[src/rtl/core/rwct_pkg.sv]
// Shared types and constants of the random-walk cover-time engine.
package rwct_pkg;

    localparam int DEF_MAX_NODES    = 2048;
    localparam int DEF_STEP_BITS    = 40;
    localparam int WORD_W           = 32;
    localparam int KIND_W           = 3;
    localparam int CFG_IDX_W        = 4;
    localparam int CFG_DATA_W       = 12;
    localparam int NODE_COUNT_MIN   = 4;
    localparam int NODE_COUNT_RESET = 100;
    localparam int EPOCH_W          = 8;

    localparam logic [CFG_IDX_W-1:0] REG_GRAPH_KIND = CFG_IDX_W'(0);
    localparam logic [CFG_IDX_W-1:0] REG_NODE_COUNT = CFG_IDX_W'(1);

    // Epoch zero marks an entry that no walk has touched since the last sweep.
    localparam logic [EPOCH_W-1:0] EPOCH_NONE  = '0;
    localparam logic [EPOCH_W-1:0] EPOCH_FIRST = EPOCH_W'(1);
    localparam logic [EPOCH_W-1:0] EPOCH_LAST  = '1;

    typedef enum logic [KIND_W-1:0] {
        KIND_CLIQUE   = 3'd0,
        KIND_PATH_END = 3'd1,
        KIND_PATH_MID = 3'd2,
        KIND_TREE     = 3'd3,
        KIND_LOLLIPOP = 3'd4
    } graph_kind_t;

    typedef struct packed {
        logic rd_en;
        logic mark_en;
        logic restart;
    } vmap_ctrl_t;

    typedef struct packed {
        logic load;
        logic restart;
    } nbr_ctrl_t;

endpackage

[src/rtl/core/rwct_nbr.sv]
// Neighbour selection: degree, scaled random index and topology lookup.
module rwct_nbr #(
    parameter int  MAX_NODES = rwct_pkg::DEF_MAX_NODES,
    localparam int NODE_W    = $clog2(MAX_NODES),
    localparam int CNT_W     = $clog2(MAX_NODES + 1)
) (
    input  logic                        aclk,
    input  rwct_pkg::nbr_ctrl_t         ctrl,
    input  logic [rwct_pkg::WORD_W-1:0] word,
    input  logic [NODE_W-1:0]           cur_node,
    input  logic [NODE_W-1:0]           start_node,
    input  rwct_pkg::graph_kind_t       kind,
    input  logic [CNT_W-1:0]            node_n,
    input  logic [CNT_W-1:0]            clique_c,
    output logic [NODE_W-1:0]           next_node
);

    localparam int IW = NODE_W + 2;
    localparam int PW = rwct_pkg::WORD_W + CNT_W;

    logic [rwct_pkg::WORD_W-1:0] word_reg;
    logic [CNT_W-1:0]            deg_reg;
    logic [NODE_W-1:0]           deg_node;
    logic [CNT_W-1:0]            deg_sel;
    logic [PW-1:0]               product;
    logic [NODE_W-1:0]           pick;
    logic [IW-1:0]               cand;

    function automatic logic [CNT_W-1:0] degree_of(rwct_pkg::graph_kind_t k,
                                                   logic [IW-1:0] n,
                                                   logic [IW-1:0] c,
                                                   logic [IW-1:0] i);
        logic [IW-1:0] d;
        logic [IW-1:0] left;
        left = (i << 1) + IW'(1);
        case (k)
            rwct_pkg::KIND_PATH_END, rwct_pkg::KIND_PATH_MID: begin
                d = (i == '0 || i == n - IW'(1)) ? IW'(1) : IW'(2);
            end
            rwct_pkg::KIND_TREE: begin
                if (i == '0) begin
                    d = IW'(2);
                end else begin
                    d = IW'(1) + IW'(left < n) + IW'(left + IW'(1) < n);
                end
            end
            rwct_pkg::KIND_LOLLIPOP: begin
                if (i < c) begin
                    d = c - IW'(1) + IW'(i == c - IW'(1));
                end else begin
                    d = (i == n - IW'(1)) ? IW'(1) : IW'(2);
                end
            end
            default: begin
                d = n - IW'(1);
            end
        endcase
        return d[CNT_W-1:0];
    endfunction

    function automatic logic [IW-1:0] neighbour_of(rwct_pkg::graph_kind_t k,
                                                   logic [IW-1:0] n,
                                                   logic [IW-1:0] c,
                                                   logic [IW-1:0] i,
                                                   logic [IW-1:0] j);
        logic [IW-1:0] r;
        logic [IW-1:0] left;
        logic [IW-1:0] skip;
        left = (i << 1) + IW'(1);
        skip = (j < i) ? j : j + IW'(1);
        case (k)
            rwct_pkg::KIND_PATH_END, rwct_pkg::KIND_PATH_MID: begin
                if (i == '0)               r = IW'(1);
                else if (i == n - IW'(1))  r = n - IW'(2);
                else                       r = (j == '0) ? i - IW'(1) : i + IW'(1);
            end
            rwct_pkg::KIND_TREE: begin
                if (i == '0)                     r = (j == '0) ? IW'(1) : IW'(2);
                else if (j == '0)                r = (i - IW'(1)) >> 1;
                else if (j == IW'(1) && left < n) r = left;
                else                             r = left + IW'(1);
            end
            rwct_pkg::KIND_LOLLIPOP: begin
                if (i < c)                 r = (j >= c - IW'(1)) ? c : skip;
                else if (i == n - IW'(1))  r = n - IW'(2);
                else                       r = (j == '0) ? i - IW'(1) : i + IW'(1);
            end
            default: begin
                r = skip;
            end
        endcase
        return r;
    endfunction

    // When the walk restarts at the same edge, the new item leaves the start node.
    assign deg_node = ctrl.restart ? start_node : cur_node;
    assign deg_sel  = degree_of(kind, IW'(node_n), IW'(clique_c), IW'(deg_node));

    always_ff @(posedge aclk) begin
        if (ctrl.load) begin
            word_reg <= word;
            deg_reg  <= deg_sel;
        end
    end

    assign product = PW'(word_reg) * PW'(deg_reg);
    assign pick    = product[rwct_pkg::WORD_W +: NODE_W];
    assign cand    = neighbour_of(kind, IW'(node_n), IW'(clique_c), IW'(cur_node), IW'(pick));

    assign next_node = (cand >= IW'(node_n)) ? '0 : cand[NODE_W-1:0];

endmodule

[config.mk]
export PLATFORM = sky130hd
export DESIGN_NAME = rwct_nbr
export DESIGN_NICKNAME = d
export VERILOG_FILES = /design/src/rtl/core/rwct_pkg.sv /design/src/rtl/core/rwct_nbr.sv
export SDC_FILE = /design/constraint.sdc
export NUM_CORES = 1
export LEC_CHECK = 0
export BUFFER_PORTS_ARGS = -buffer_cell sky130_fd_sc_hd__buf_4
export CORE_AREA = 2 2 264 162
export DETAILED_ROUTE_END_ITERATION = 12
export DIE_AREA = 0 0 266 164
export GPL_ROUTABILITY_DRIVEN = 0
export SYNTH_ARGS = -nofsm -noshare
export SYNTH_HDL_FRONTEND = slang
export SYNTH_SLANG_ARGS = --single-unit
[constraint.sdc]
create_clock -name aclk -period 13.8 [get_ports aclk]
set_clock_uncertainty 0.15 [all_clocks]
set_input_delay 1.38 -clock aclk [delete_from_list [all_inputs] [get_ports aclk]]
set_output_delay 1.38 -clock aclk [all_outputs]
set_load 0.01 [all_outputs]
==> results_dict.tcl, run 1 <==
set metrics [dict create \
    die_h_um 164 \
    arrival_ps 11460 \
    dr_total_vias 15910 \
    worstMarginPinSlew_ps 839.3 \
    setup_violations 0 \
    maxCapViolations 0 \
    largest_reg_flops 32 \
    synth_fp_nets 2753 \
    post-cts-setup-buffers 0 \
    core_area_um2 41220 \
    hold_class "primary input to flop" \
    overflow 0 \
    yosys_warnings 0 \
    synth_top_area_share_pct 32.66 \
    outcome "finished clean" \
    yosysUniqueCellTypes 87 \
    cts_tree "yes" \
    drive_gt1_share_pct 7.104 \
    hold_violations 0 \
    boundaryPins 95 \
    clock.fmax_mhz 76.96 \
    firstDrtPassIters 8 \
    syn_inst 2195 \
    fp.dieArea_um2 43620 \
    slowest_delay_ps 710 \
    htree_levels 2 \
    die_w_um 266 \
    end_kind "output pin" \
    max-slew-margin-rel_pct 42.45 \
    layout.nets 2781 \
    antenna_found_initial 1 \
    cts_resized 0 \
    synthFlopType "edfxtp_1" \
    ctsHoldBuffers 0 \
    ys_seq_area_share_pct 7.233 \
    tns_ps 0 \
    grt_pass1_wl_um 89930 \
    clk_pin_slew_ps 70 \
    synth_edf_count 44 \
    ys_seq_elements 44 \
    viasPerCell 5.755 \
    drt_wl_total_um 57520 \
    rows 58 \
    track_usage_pct 26.77 \
    drc 0 \
    ant_nets 0 \
    drtIter0Drc 1845 \
    start_util_pct 44.32 \
    port_buffers 94 \
    startpoint_type "flop" \
    cts.sinks 44 \
    yosysMostFrequentCell "inv_1" \
    ys_top_cells_by_area "fa_1 (33%), ha_1 (12%), inv_1 (8.2%)" \
    cts_root_buffer "clkbuf_16" \
    ctsLongestPathBuffers 2 \
    grt_max_degree 45 \
    async_flop_share_pct 0 \
    grt_pass1_vias 15730 \
    yosysTopAreaCell "fa_1" \
    synthTopCellsByCount "inv_1 (399), nand2_1 (372), fa_1 (298)" \
    syn_area_per_cell_um2 8.322 \
    area_delta_synth_final_pct 7.527 \
    cp_max_fo 13 \
    route.detailed.wl_per_inst_um 20.80 \
    synth_area_um2 18270 \
    rsz0062_at_grt "false" \
    path_class "flop to output pin" \
    critPathSlowestCell "edfxtp_1" \
    min_period_over_period_pct 94.16 \
    layout_min_cycle_time_ps 12990 \
    numCtsBuffers 5 \
    worst_ep_required_time_ps 12270 \
    dp.final_hpwl_um 46510 \
    drv_slew 0 \
]
[area by class of cell]
cell class	instances	area, um^2
repair buffers	122	975.9
flip-flops and latches	44	1321
clock buffers	5	125.1
fillers	4044	21580
multi-input cells	1646	15010
inverters	404	1516
clock inverters	3	13.76
well taps	540	675.6
diodes	1	2.502
[placed cells by master (no fill, tap or decap), types with 40 or more instances in the layout]
master    Yosys  layout
nand2_1     372     372
xnor2_1     104     104
and2_1      105     105
fa_1        298     298
ha_1        176     176
inv_1       399     399
nand3_1      40      40
a21oi_1      66      66
nor2_1       65      65
o21ai_0      45      45
buf_4         3     115
edfxtp_1     44      44
[metal layers]
metal | part of all wire, % | vias to the layer above | track usage (%)
met3 | 13 | 64 | 8.021
met2 | 39 | 908 | 36.65
met5 | 0 | - | 0.3378
met1 | 47 | 7861 | 41.86
met4 | 0.81 | 0 | 3.243
li1 | - | 7080 | -
[critical path, delay by kind of cell (launching register included)]
family	cells	cell delay, ps
adders and majority gates	8	3560
buffers and inverters	6	770
AOI/OAI and AO/OA	22	4740
and+or+nand+nor	6	1330
DFF	1	710
[path summary, 6_finish.rpt]
kind                                 start                     to  slack (ps)  cells past startpoint
worst max-delay path  deg_reg[9]$_DFFE_PP_           next_node[9]         810                     42
worst min-delay path               word[8]  word_reg[8]$_DFFE_PP_        1090                      1
[through the flow]
| stage | setup WS, ps | cell area, um^2 | hold slack, ps | util [%] | cells |
|---|---|---|---|---|---|
| floorplan | 2808 | 18270 | 1329 | - | 2195 |
| global placement | 996.4 | 19370 | 1409 | 46.98 | 2746 |
| detailed placement | 759.5 | 19370 | 1409 | 46.98 | 2746 |
| CTS | 427.4 | 19510 | 1077 | 47.32 | 2754 |
| global route | 34.34 | 19640 | 1076 | 47.65 | 2764 |
| finish | 805.9 | 19640 | 1089 | 47.65 | 2765 |
[logic make-up (layout without fill, tap and decap cells)]
logic type / Yosys count / in the layout / synth area share (%)
other cells: 0 / 1 / 0
simple gates: 736 / 736 / 19.38
compound gates: 298 / 298 / 11.11
fa+ha+maj: 474 / 474 / 44.71
buf+inv: 505 / 534 / 10.59
mux: 19 / 19 / 1.123
xor+xnor: 119 / 119 / 5.849
flops: 44 / 44 / 7.233
Power of run 1 is not shown: default switching activity piles up to over one toggle a cycle in this logic, so the estimate is an artifact.
==> run 2: changes to the inputs <==
--- a/config.mk
+++ b/config.mk
@@ -10,6 +10,7 @@
 export DETAILED_ROUTE_END_ITERATION = 12
 export DIE_AREA = 0 0 266 164
 export GPL_ROUTABILITY_DRIVEN = 0
+export PLACE_DENSITY = 0.61
 export SYNTH_ARGS = -nofsm -noshare
 export SYNTH_HDL_FRONTEND = slang
 export SYNTH_SLANG_ARGS = --single-unit
==> results_dict.tcl, run 2 (synthesis gave the netlist of run 1 again) <==
set metrics [dict create \
    outcome "finished clean" \
    mostFrequentLayoutCell "inv_1" \
    final_area_um2 19630 \
    route.detailed.wl_per_inst_um 20.75 \
    clk_pin_slew_ps 70 \
    die_w_um 266 \
    end_kind "output pin" \
    cts_root_buffer "clkbuf_16" \
    hold_class "primary input to flop" \
    rows 58 \
    overflow 0 \
    multi_input_area_um2 15010 \
    cts.sinks 44 \
    firstDrtPassIters 5 \
    worst_ep_required_time_ps 12270 \
    grt_pass1_vias 15810 \
    seq_area_um2 1321 \
    cts_tree "yes" \
    htree_levels 2 \
    antenna_found_initial 1 \
    core_area_um2 41220 \
    dp.final_hpwl_um 45980 \
    grt_max_degree 45 \
    numCtsBuffers 5 \
    worstMarginPinSlew_ps 955.4 \
    start_util_pct 44.32 \
    grtUsageMet3_pct 8.621 \
    grt_pass1_wl_um 89890 \
    dr_total_vias 15840 \
    met1_usage_pct 41.47 \
    tns_ps 0 \
    die_h_um 164 \
    ctsLongestPathBuffers 2 \
    hold_violations 0 \
    rsz0062_at_grt "false" \
    path_class "flop to output pin" \
    track_usage_pct 26.72 \
    fp.dieArea_um2 43620 \
    drtIter0Drc 1708 \
    layout_min_cycle_time_ps 13150 \
    grt-busiest-layer "met1" \
    max-slew-margin-rel_pct 35.44 \
    nFillCells 4023 \
    drt_wl_total_um 57380 \
    maxCapViolations 0 \
    grt_use_met2_pct 36.23 \
    drive_gt1_share_pct 7.063 \
    drv_slew 0 \
    min_to "word_reg[21]$_DFFE_PP_" \
    holdPathStages 1 \
    critPathSlowestCell "edfxtp_1" \
    ant_nets 0 \
    setup_violations 0 \
    boundaryPins 95 \
    viasPerCell 5.728 \
    cp_top_family "compound AO/OA/AOI/OAI gates" \
    dpl_cell_area_um2 19370 \
    cts_resized 0 \
    clock.fmax_mhz 76.05 \
    startpoint_type "flop" \
    hp-start "word[21]" \
    min_period_over_period_pct 95.28 \
    cp_num_buf_inv 6 \
    layout.nets 2780 \
    arrival_ps 11620 \
    cp_max_fo 12 \
    slowest_delay_ps 830 \
    drc 0 \
    layout.cells.most_common_list "inv_1 (399), nand2_1 (372), fa_1 (298)" \
    largest_reg_flops 32 \
    port_buffers 94 \
    area_delta_synth_final_pct 7.452 \
]
==> run 2: cell types whose count changed in the layout (fill, tap and decap cells not counted), sizes merged <==
cell,before,now
buf,122,120
clkbuf,5,6
diode,1,3
==> run 2: timing repair <==
action,in CTS,in global routing
setup buffers,0,8
hold endpoints to repair,0,0
hold buffers,0,0
endpoints found under the setup margin,0,11
==> run 2: routing by layer <==
layer	wire, um	up-vias	part of all wire, %
met1	27150	7889	47
met2	22270	791	39
met5	0	-	0
li1	-	7090	-
met4	734	0	1.3
met3	7236	73	13
==> run 2: how the worst max path moves through the flow <==
stage                                    start       endpoint  slack [ps]  cells after the start
after floorplan           deg_reg[8]$_DFFE_PP_   next_node[4]        2810                     38
after global placement    deg_reg[6]$_DFFE_PP_   next_node[9]        1000                     41
after detailed placement  deg_reg[6]$_DFFE_PP_   next_node[9]         880                     41
after CTS                 deg_reg[6]$_DFFE_PP_   next_node[9]         480                     41
after global routing      deg_reg[6]$_DFFE_PP_  next_node[10]          10                     41
final                     deg_reg[6]$_DFFE_PP_   next_node[9]         650                     41
==> run 2: stage by stage <==
step                      setup WS, ps  utilization [%]  cells  hold slack [ps]
after floorplan                   2808                -   2195             1329
after global placement            1004            47.00   2747             1408
after detailed placement         875.2            47.00   2747             1409
after CTS                        475.9            47.34   2755             1067
after global routing             11.60            47.60   2763             1067
final                            651.1            47.62   2766             1082
==> run 2: area by class of cell <==
class / instances / share of cell area (%)
Clock buffer: 5 / 0.6374
Inverter: 404 / 7.726
Multi-Input combinational cell: 1646 / 76.48
Clock inverter: 3 / 0.07012
Sequential cell: 44 / 6.731
Tap cell: 540 / 3.442
Timing Repair Buffer: 121 / 4.876
Antenna cell: 3 / 0.03825
Power of run 2 is left out for the same reason.
